[src/design/apdfe_pkg.sv]
// shared types and constants for the ais payload de-armoring and field extract block
// no dependencies
`default_nettype none

package apdfe_pkg;

    localparam int MAX_PAYLOAD_BYTES = 128;
    localparam int ADDR_W = $clog2(MAX_PAYLOAD_BYTES);
    localparam int CNT_W  = $clog2(MAX_PAYLOAD_BYTES + 1);
    localparam int IDX_W  = (CNT_W > 8) ? CNT_W : 8;

    localparam int OFF_W     = 10;
    localparam int LEN_W     = 7;
    localparam int FIELD_W   = 64;
    localparam int WIN_BYTES = 9;
    localparam int WIN_W     = WIN_BYTES * 8;
    localparam int K_W       = $clog2(WIN_BYTES + 1);

    localparam int QUEUE_DEPTH = 2;
    localparam int QPTR_W      = (QUEUE_DEPTH > 1) ? $clog2(QUEUE_DEPTH) : 1;
    localparam int QCNT_W      = $clog2(QUEUE_DEPTH + 1);

    localparam logic [7:0]       CHAR_BIAS  = 8'd48;
    localparam logic [7:0]       CHAR_LIMIT = 8'd40;
    localparam logic [7:0]       CHAR_GAP   = 8'd8;
    localparam logic [7:0]       SIX_MASK   = 8'h3F;
    localparam logic [7:0]       BAD_MASK   = 8'hC0;
    localparam logic [LEN_W-1:0] LEN_MAX    = LEN_W'(FIELD_W);

    typedef enum logic {
        OP_CHAR = 1'b0,
        OP_READ = 1'b1
    } t_op;

    typedef struct packed {
        t_op              op;
        logic [7:0]       armored_char;
        logic             start_flag;
        logic [OFF_W-1:0] bit_offset;
        logic [LEN_W-1:0] bit_length;
        logic             sign_extend;
    } t_in_item;

    typedef struct packed {
        logic [FIELD_W-1:0] field_value;
        logic               beyond_end;
        logic               bad_char_seen;
    } t_out_item;

    // classified item as it travels from front to back
    typedef struct packed {
        t_op              op;
        logic             start;
        logic [5:0]       six;
        logic             bad;
        logic [OFF_W-1:0] off;
        logic [LEN_W-1:0] len;
        logic [7:0]       last_idx;
        logic             sx;
    } t_cmd;

    typedef enum logic [1:0] {
        S_IDLE,
        S_READ,
        S_SHIFT,
        S_MASK
    } t_state;

endpackage

`default_nettype wire

[src/design/ais_payload_dearmor_field_extract_core.sv]
// Armored AIS payload characters are decoded to six bits and packed MSB-first into a
// byte store of MAX_PAYLOAD_BYTES entries; read beats return a field of up to 64 bits,
// zero- or sign-extended, with flags for reads past the stored bytes and for bad
// characters. A character beat is handled by the back end while it is idle; a read
// beat walks nine bytes through the single byte-wide read port of the payload store
// and then runs the shift and mask steps. A front register and a two-entry queue let
// new beats be taken while the back end works or a result waits. Reset needs no
// clearing pass. Depends on apdfe_pkg, apdfe_front, apdfe_queue, apdfe_back.
`default_nettype none

module ais_payload_dearmor_field_extract_core
    import apdfe_pkg::*;
(
    input  wire logic     i_clk,
    input  wire logic     i_rst_n,
    input  wire logic     i_valid,
    output logic          o_ready,
    input  wire t_in_item i_data,
    output logic          o_valid,
    input  wire logic     i_ready,
    output t_out_item     o_data
);

    logic f_valid;
    logic q_in_ready;
    t_cmd f_cmd;
    logic q_valid;
    logic q_pop;
    t_cmd q_cmd;

    apdfe_front u_front (
        .i_clk       (i_clk),
        .i_rst_n     (i_rst_n),
        .i_valid     (i_valid),
        .o_ready     (o_ready),
        .i_data      (i_data),
        .o_cmd_valid (f_valid),
        .i_cmd_ready (q_in_ready),
        .o_cmd       (f_cmd)
    );

    apdfe_queue u_queue (
        .i_clk   (i_clk),
        .i_rst_n (i_rst_n),
        .i_push  (f_valid),
        .o_ready (q_in_ready),
        .i_cmd   (f_cmd),
        .o_valid (q_valid),
        .i_pop   (q_pop),
        .o_cmd   (q_cmd)
    );

    apdfe_back u_back (
        .i_clk       (i_clk),
        .i_rst_n     (i_rst_n),
        .i_cmd_valid (q_valid),
        .i_cmd       (q_cmd),
        .o_cmd_pop   (q_pop),
        .o_valid     (o_valid),
        .i_ready     (i_ready),
        .o_data      (o_data)
    );

endmodule

`default_nettype wire

[src/design/apdfe_front.sv]
// front end: accepts input beats, decodes characters and prepares read requests
// depends on apdfe_pkg
`default_nettype none

module apdfe_front
    import apdfe_pkg::*;
(
    input  wire logic     i_clk,
    input  wire logic     i_rst_n,
    input  wire logic     i_valid,
    output logic          o_ready,
    input  wire t_in_item i_data,
    output logic          o_cmd_valid,
    input  wire logic     i_cmd_ready,
    output t_cmd          o_cmd
);

    logic             r_valid;
    t_cmd             r_cmd;
    t_cmd             n_cmd;
    logic [7:0]       c0;
    logic [7:0]       c1;
    logic [LEN_W-1:0] len_sat;
    logic [OFF_W:0]   last_bit;
    logic             take;

    always_comb begin
        c0 = i_data.armored_char - CHAR_BIAS;
        c1 = (c0 > CHAR_LIMIT) ? (c0 - CHAR_GAP) : c0;
        len_sat = (i_data.bit_length > LEN_MAX) ? LEN_MAX : i_data.bit_length;
        last_bit = {1'b0, i_data.bit_offset} + (OFF_W + 1)'(len_sat) - (OFF_W + 1)'(1);

        n_cmd.op       = i_data.op;
        n_cmd.start    = i_data.start_flag;
        n_cmd.six      = 6'(c1 & SIX_MASK);
        n_cmd.bad      = |(c1 & BAD_MASK);
        n_cmd.off      = i_data.bit_offset;
        n_cmd.len      = len_sat;
        n_cmd.last_idx = 8'(last_bit >> 3);
        n_cmd.sx       = i_data.sign_extend;
    end

    assign o_ready     = !r_valid || i_cmd_ready;
    assign take        = i_valid && o_ready;
    assign o_cmd_valid = r_valid;
    assign o_cmd       = r_cmd;

    always_ff @(posedge i_clk) begin
        if (!i_rst_n) begin
            r_valid <= 1'b0;
        end else if (take) begin
            r_valid <= 1'b1;
        end else if (i_cmd_ready) begin
            r_valid <= 1'b0;
        end
    end

    always_ff @(posedge i_clk) begin
        if (take) begin
            r_cmd <= n_cmd;
        end
    end

endmodule

`default_nettype wire

[src/design/apdfe_queue.sv]
// short command queue between front and back end
// depends on apdfe_pkg
`default_nettype none

module apdfe_queue
    import apdfe_pkg::*;
(
    input  wire logic i_clk,
    input  wire logic i_rst_n,
    input  wire logic i_push,
    output logic      o_ready,
    input  wire t_cmd i_cmd,
    output logic      o_valid,
    input  wire logic i_pop,
    output t_cmd      o_cmd
);

    t_cmd              r_mem [QUEUE_DEPTH];
    logic [QPTR_W-1:0] r_wptr;
    logic [QPTR_W-1:0] r_rptr;
    logic [QCNT_W-1:0] r_cnt;
    logic              do_push;
    logic              do_pop;

    assign o_ready = (r_cnt != QCNT_W'(QUEUE_DEPTH));
    assign o_valid = (r_cnt != '0);
    assign o_cmd   = r_mem[r_rptr];
    assign do_push = i_push && o_ready;
    assign do_pop  = i_pop && o_valid;

    always_ff @(posedge i_clk) begin
        if (!i_rst_n) begin
            r_wptr <= '0;
            r_rptr <= '0;
            r_cnt  <= '0;
        end else begin
            if (do_push) begin
                r_wptr <= (r_wptr == QPTR_W'(QUEUE_DEPTH - 1)) ? '0 : r_wptr + 1'b1;
            end
            if (do_pop) begin
                r_rptr <= (r_rptr == QPTR_W'(QUEUE_DEPTH - 1)) ? '0 : r_rptr + 1'b1;
            end
            if (do_push && !do_pop) begin
                r_cnt <= r_cnt + 1'b1;
            end else if (do_pop && !do_push) begin
                r_cnt <= r_cnt - 1'b1;
            end
        end
    end

    always_ff @(posedge i_clk) begin
        if (do_push) begin
            r_mem[r_wptr] <= i_cmd;
        end
    end

endmodule

`default_nettype wire

[src/design/apdfe_back.sv]
// back end: packs characters into the payload store and walks it for field reads
// depends on apdfe_pkg; holds the byte-wide payload memory and the result register
`default_nettype none

module apdfe_back
    import apdfe_pkg::*;
(
    input  wire logic  i_clk,
    input  wire logic  i_rst_n,
    input  wire logic  i_cmd_valid,
    input  wire t_cmd  i_cmd,
    output logic       o_cmd_pop,
    output logic       o_valid,
    input  wire logic  i_ready,
    output t_out_item  o_data
);

    logic [7:0] mem [MAX_PAYLOAD_BYTES];

    t_state             r_state, n_state;
    logic [CNT_W-1:0]   r_count, n_count;
    logic [1:0]         r_phase, n_phase;
    logic [7:0]         r_partial, n_partial;
    logic               r_bad, n_bad;
    logic [K_W-1:0]     r_k, n_k;
    logic [IDX_W-1:0]   r_idx, n_idx;
    logic [IDX_W-1:0]   r_last, n_last;
    logic [2:0]         r_off_lo, n_off_lo;
    logic [LEN_W-1:0]   r_len, n_len;
    logic               r_sx, n_sx;
    logic [WIN_W-1:0]   r_acc, n_acc;
    logic [FIELD_W-1:0] r_val, n_val;
    logic [7:0]         r_rd_data;
    logic               r_rd_ok;
    logic               r_out_valid, n_out_valid;
    t_out_item          r_out, n_out;

    logic [CNT_W-1:0]   base_count;
    logic [1:0]         base_phase;
    logic [7:0]         base_partial;
    logic               base_bad;
    logic               byte_done;
    logic [7:0]         wbyte;
    logic               mem_we;
    logic               mem_re;
    logic               rd_ok;
    logic [LEN_W-1:0]   sh;
    logic [FIELD_W-1:0] mask;
    logic               sign;
    logic               load_out;

    always_comb begin
        n_state     = r_state;
        n_count     = r_count;
        n_phase     = r_phase;
        n_partial   = r_partial;
        n_bad       = r_bad;
        n_k         = r_k;
        n_idx       = r_idx;
        n_last      = r_last;
        n_off_lo    = r_off_lo;
        n_len       = r_len;
        n_sx        = r_sx;
        n_acc       = r_acc;
        n_val       = r_val;
        n_out       = r_out;
        n_out_valid = r_out_valid;
        o_cmd_pop   = 1'b0;
        mem_we      = 1'b0;
        mem_re      = 1'b0;
        load_out    = 1'b0;
        byte_done   = 1'b0;
        wbyte       = 8'd0;
        sh          = '0;
        mask        = '0;
        sign        = 1'b0;

        // a character beat that starts a new payload drops everything held so far
        base_count   = i_cmd.start ? '0 : r_count;
        base_phase   = i_cmd.start ? 2'd0 : r_phase;
        base_partial = i_cmd.start ? 8'd0 : r_partial;
        base_bad     = i_cmd.start ? 1'b0 : r_bad;

        rd_ok = (r_idx < IDX_W'(r_count));

        if (r_out_valid && i_ready) begin
            n_out_valid = 1'b0;
        end

        unique case (r_state)
            S_IDLE: begin
                if (i_cmd_valid) begin
                    o_cmd_pop = 1'b1;
                    if (i_cmd.op == OP_CHAR) begin
                        unique case (base_phase)
                            2'd0: begin
                                n_partial = {i_cmd.six, 2'b00};
                            end
                            2'd1: begin
                                byte_done = 1'b1;
                                wbyte     = base_partial | {6'd0, i_cmd.six[5:4]};
                                n_partial = {i_cmd.six[3:0], 4'd0};
                            end
                            2'd2: begin
                                byte_done = 1'b1;
                                wbyte     = base_partial | {4'd0, i_cmd.six[5:2]};
                                n_partial = {i_cmd.six[1:0], 6'd0};
                            end
                            default: begin
                                byte_done = 1'b1;
                                wbyte     = base_partial | {2'd0, i_cmd.six};
                                n_partial = 8'd0;
                            end
                        endcase
                        n_phase = base_phase + 2'd1;
                        n_bad   = base_bad | i_cmd.bad;
                        n_count = base_count;
                        // full store drops the byte, phase still moves on
                        if (byte_done && (base_count < CNT_W'(MAX_PAYLOAD_BYTES))) begin
                            mem_we  = 1'b1;
                            n_count = base_count + 1'b1;
                        end
                    end else begin
                        n_idx    = IDX_W'(i_cmd.off >> 3);
                        n_last   = IDX_W'(i_cmd.last_idx);
                        n_off_lo = i_cmd.off[2:0];
                        n_len    = i_cmd.len;
                        n_sx     = i_cmd.sx;
                        n_k      = '0;
                        n_state  = S_READ;
                    end
                end
            end
            S_READ: begin
                // each address is read into r_rd_data and shifted into the window in the next beat
                if (r_k != K_W'(WIN_BYTES)) begin
                    mem_re = 1'b1;
                    n_idx  = r_idx + 1'b1;
                end
                if (r_k != '0) begin
                    n_acc = {r_acc[WIN_W-9:0], r_rd_ok ? r_rd_data : 8'd0};
                end
                n_k = r_k + 1'b1;
                if (r_k == K_W'(WIN_BYTES)) begin
                    n_state = S_SHIFT;
                end
            end
            S_SHIFT: begin
                sh      = LEN_W'(WIN_W) - LEN_W'(r_off_lo) - r_len;
                n_val   = FIELD_W'(r_acc >> sh);
                n_state = S_MASK;
            end
            S_MASK: begin
                mask = (r_len == LEN_MAX) ? '1
                     : ((FIELD_W'(1) << r_len) - FIELD_W'(1));
                if (r_sx && (r_len != '0) && (r_len != LEN_MAX)) begin
                    sign = r_val[r_len[5:0] - 6'd1];
                end
                if (!r_out_valid || i_ready) begin
                    load_out                = 1'b1;
                    n_out_valid             = 1'b1;
                    n_out.field_value       = (r_val & mask) | (sign ? ~mask : '0);
                    n_out.beyond_end        = (r_len != '0) && (r_last >= IDX_W'(r_count));
                    n_out.bad_char_seen     = r_bad;
                    n_state                 = S_IDLE;
                end
            end
            default: begin
                n_state = S_IDLE;
            end
        endcase
    end

    always_ff @(posedge i_clk) begin
        if (!i_rst_n) begin
            r_state     <= S_IDLE;
            r_count     <= '0;
            r_phase     <= 2'd0;
            r_partial   <= 8'd0;
            r_bad       <= 1'b0;
            r_k         <= '0;
            r_rd_ok     <= 1'b0;
            r_out_valid <= 1'b0;
        end else begin
            r_state     <= n_state;
            r_count     <= n_count;
            r_phase     <= n_phase;
            r_partial   <= n_partial;
            r_bad       <= n_bad;
            r_k         <= n_k;
            r_out_valid <= n_out_valid;
            if (mem_re) begin
                r_rd_ok <= rd_ok;
            end
        end
    end

    always_ff @(posedge i_clk) begin
        r_idx    <= n_idx;
        r_last   <= n_last;
        r_off_lo <= n_off_lo;
        r_len    <= n_len;
        r_sx     <= n_sx;
        r_acc    <= n_acc;
        r_val    <= n_val;
        if (load_out) begin
            r_out <= n_out;
        end
    end

    always_ff @(posedge i_clk) begin
        if (mem_we) begin
            mem[base_count[ADDR_W-1:0]] <= wbyte;
        end
        if (mem_re) begin
            r_rd_data <= mem[r_idx[ADDR_W-1:0]];
        end
    end

    assign o_valid = r_out_valid;
    assign o_data  = r_out;

endmodule

`default_nettype wire

[config.mk]
export PLATFORM = sky130hd
export DESIGN_NAME = ais_payload_dearmor_field_extract_core
export DESIGN_NICKNAME = d
export VERILOG_FILES = /design/src/design/apdfe_pkg.sv /design/src/design/ais_payload_dearmor_field_extract_core.sv /design/src/design/apdfe_front.sv /design/src/design/apdfe_queue.sv /design/src/design/apdfe_back.sv
export SDC_FILE = /design/constraint.sdc
export NUM_CORES = 2
export LEC_CHECK = 0
export ABC_AREA = 1
export BUFFER_PORTS_ARGS = -buffer_cell sky130_fd_sc_hd__buf_2
export CORE_MARGIN = 10
export CORE_UTILIZATION = 48
export CTS_BUF_LIST = sky130_fd_sc_hd__clkbuf_8
export DETAILED_ROUTE_END_ITERATION = 12
export GPL_ROUTABILITY_DRIVEN = 1
export SLEW_MARGIN = 40
export SYNTH_ARGS = -nofsm -noshare
export SYNTH_HDL_FRONTEND = slang
export SYNTH_SLANG_ARGS = --single-unit
[constraint.sdc]
create_clock -name i_clk -period 19.1 [get_ports i_clk]
set_input_delay 1.91 -clock i_clk [delete_from_list [all_inputs] [get_ports i_clk]]
set_output_delay 1.91 -clock i_clk [all_outputs]
set_load 0.005 [all_outputs]
==> impl_summary.log <==
INFO  metric min_path_type = flop to flop
INFO  metric synthDominantCellAreaShare = 64.1%
INFO  metric achievable-frequency = 189 MHz
INFO  metric place_inst = 7755
INFO  metric grt_util_all_layers = 24.4%
INFO  metric synth.top_cells.by_area = edfxtp_1 64%, nand2_1 7.9%, nor2_1 5.5%, o21ai_0 5.1%, nand3_1 3.2%
INFO  metric detailed_place_hpwl = 116000 um
INFO  metric design.final.nets = 6326
INFO  metric max-cap-violations = 0
INFO  metric place.port_buffers = 99
INFO  metric floorplan.die_area = 148000 um2
INFO  metric row_count = 133
INFO  metric tritoncts.num_buffers = 225
INFO  metric synth-seq-area-share = 65.1%
INFO  metric first_pass_iters = 6
INFO  metric criticalPathCategory = flop to flop
INFO  metric path_clk_slew = 0.06 ns
INFO  metric timing.hold.worst_path_depth = 0
INFO  metric cts-resized-gates = 0
INFO  metric cts-root-buf = clkbuf_8
INFO  metric timing.reg2reg.setup_slack = 13.82 ns
INFO  metric ctsHtreeMaxLevel = 4
INFO  metric post_synth_and_or_nand_nor_area_fraction = 18.2%
INFO  metric synthToLayoutAreaGrowth = 10.1%
INFO  metric post_synth_inst_count = 6181
INFO  metric place_congestion = 0.987
INFO  metric clock_tree_from_tritoncts = done
INFO  metric muxShareOfSynthArea = 0.704%
INFO  metric setup_repair_after_global_routing_missed_its_margin = false
INFO  metric critical_path_at = 5.86 ns
INFO  metric total_standard_cell_area_after_synthesis = 64000 um2
INFO  metric cts_hold_buf = 0
INFO  metric num_vias = 46500
INFO  metric place_ws = 13.91 ns
INFO  metric synthesized_area_fraction_occupied_by_ao_oa_aoi_and_oai_cells = 10.5%
INFO  metric die_h = 385 um
INFO  metric grt_pass1_wl = 277000 um
INFO  metric num-fill-cells = 11800
INFO  metric cts.sink_count = 1397
INFO  metric design.portCount = 100
INFO  metric min_from = u_front.o_cmd[27]$_DFFE_PP_
INFO  metric drtAntennaViolNets = 0
INFO  metric r2r-end = u_back.mem[25][7]$_DFFE_PP_
INFO  metric drv_slew = 0
INFO  metric peakVddDrop = 0.000120 V
INFO  metric report.final.setup_viol = 0
INFO  metric cts_post_setup_buffers_inserted = 0
INFO  metric end_kind = flop
INFO  metric setup_ws = 13.82 ns
INFO  metric wl_per_cell = 22.7 um
INFO  metric synth_fp_nets = 6278
INFO  metric die-width = 385 um
INFO  metric timing.final.crit_period = 5.28 ns
INFO  metric routed_wl = 185000 um
INFO  metric leakage = 0.0253 uW
INFO  metric synth.avg_cell_area = 10.4 um2
INFO  metric worst_pin_slew = 0.925 ns
INFO  metric grt_max_degree = 187
INFO  metric most_frequent_standard_cell_in_the_layout_excluding_fill_and_tap_cells = edfxtp_1
INFO  metric power_density_relative_to_cell_area = 154 nW/um2
INFO  metric timing.critical_path.from_type = flop
INFO  metric cp_data_required_time = 19.68 ns
INFO  metric netlist-cell-type-count = 53
INFO  metric slew_headroom = 38.1%
INFO  metric placeableCoreArea = 132000 um2
INFO  metric dominant_combinational_cell_family_by_area_after_synthesis = simple AND/OR/NAND/NOR gates
INFO  metric initialDrtViolationCount = 4765
INFO  metric drive_gt1_share = 9.76%
INFO  metric final_cell_count_no_fill = 8168
INFO  metric finClkSkew = 0.0675 ns
INFO  metric report.final.hold_viol_count = 0
INFO  metric number_of_antenna_violations_at_the_first_check_in_global_routing = 1
INFO  metric final_cell_mix = 1366 x edfxtp_1, 1341 x nand2_1, 897 x nor2_1
INFO  metric synth-xor-area-share = 0.465%
INFO  metric finalCritPeriodShare = 27.7%
INFO  metric floorplan.initialDensity = 48.5%
INFO  metric status = complete, no violations
INFO  metric ys_warn_count = 0
INFO  metric worst_skew_pair.late_latency = 0.95 ns
INFO  metric synth_flop_cell = edfxtp_1
INFO  metric via_per_inst = 5.70
INFO  metric cts_max_path_buffers = 3
INFO  metric synth_adder_area_share = 1.28%
INFO  metric synth_top_cell_by_area = edfxtp_1
INFO  metric synth_enable_flop_cells = 1366
INFO  metric critPathMaxFanout = 63
INFO  metric synth-async-reset-ratio = 0%
INFO  metric drc = 0
INFO  metric reg2regPathDepth = 13
INFO  metric min_to = u_queue.r_mem[1][27]$_DFFE_PP_
INFO  metric tns = 0 ns
INFO  metric first_global_vias = 44300
INFO  metric number_of_storage_elements_in_the_synthesis_netlist = 1397
INFO  metric global_route.overflow_total = 0
-- layout make-up --
type	instances	area, um2	share of cell area (%)
diodes	2	5.00	0.00710
clock buffers	232	3190	4.53
well taps	1755	2200	3.11
repair buffers	174	1230	1.74
inverters	247	960	1.36
clock inverters	177	1040	1.48
multi-input cells	4184	20200	28.7
flip-flops and latches	1397	41600	59.1
-- kinds of logic after synthesis --
kind of cell,Yosys count
compound gates,1191
xor+xnor,34
fa+ha+maj,65
buf+inv,600
flops,1397
mux,45
simple gates,2849
-- through the flow --
step / area [um2] / hold WS (ns) / utilization, % / power (uW)
final: 70500 / 0.446 / 53.4 / 10800
after global routing: 70500 / 0.449 / 53.4 / 11500
after CTS: 70400 / 0.448 / 53.3 / 10800
after detailed placement: 66100 / 0.435 / 50.1 / 8370
after global placement: 65900 / 0.428 / 49.9 / 8320
after floorplan: 64000 / 0.409 / - / 6900
-- power breakdown --
part	switching, uW	internal, uW	total [uW]
Sequential	166	3640	3810
Combinational	3290	1270	4570
Clock	1220	1240	2460
Total	4680	6150	10800
-- layer usage --
layer	GRT usage [%]	wire length, um	vias up
met1	31.7	75800	22500
li1	-	-	21800
met2	40.5	89600	1786
met5	0	0	-
met3	3.78	12200	408
met4	10.7	7930	0
-- cells in the mapped netlist, drive strengths merged, types with 45 or more instances --
master,n
o22ai,98
a21oi,171
nand3,418
clkbuf,219
ha,64
nor2,965
o21ai,692
o211ai,97
edfxtp,1366
mux2i,45
inv,244
nand2,1352
buf,134
-- worst max-delay path: stages (launching register included) --
cell     delay (ns)
dfxtp_1        0.31
buf_4          0.37
inv_2          0.36
nand2_1        0.12
and2_1         0.42
inv_2          0.18
nor2_1         0.22
ha_1           0.49
inv_1          0.15
a31oi_1        0.25
inv_1          0.21
nor2_4         0.54
buf_4          0.51
buf_4          0.64
-- state kept, by name, summed over array words and instances (netlist names), 35 cells and up, named ones only --
signal         flops
u_back.mem      1024
u_back.r_acc      72
u_back.r_val      64
u_queue.r_mem     70
u_back.o_data     66
u_front.o_cmd     35
-- how the worst max path moves through the flow --
stage	start	to	slack, ns
after global routing	flop	u_back.mem[24][7]$_DFFE_PP_	13.39
final	flop	u_back.mem[25][7]$_DFFE_PP_	13.82
after CTS	flop	u_back.mem[27][7]$_DFFE_PP_	13.85
after floorplan	u_back.r_state[0]$_SDFFE_PN0P_	u_back.mem[0][0]$_DFFE_PP_	11.17
after global placement	u_back.r_len[0]$_DFFE_PP_	u_back.r_val[8]$_SDFFCE_PN0P_	13.98
after detailed placement	flop	u_back.mem[26][7]$_DFFE_PP_	13.91
Power figures use the tool's default switching activity.
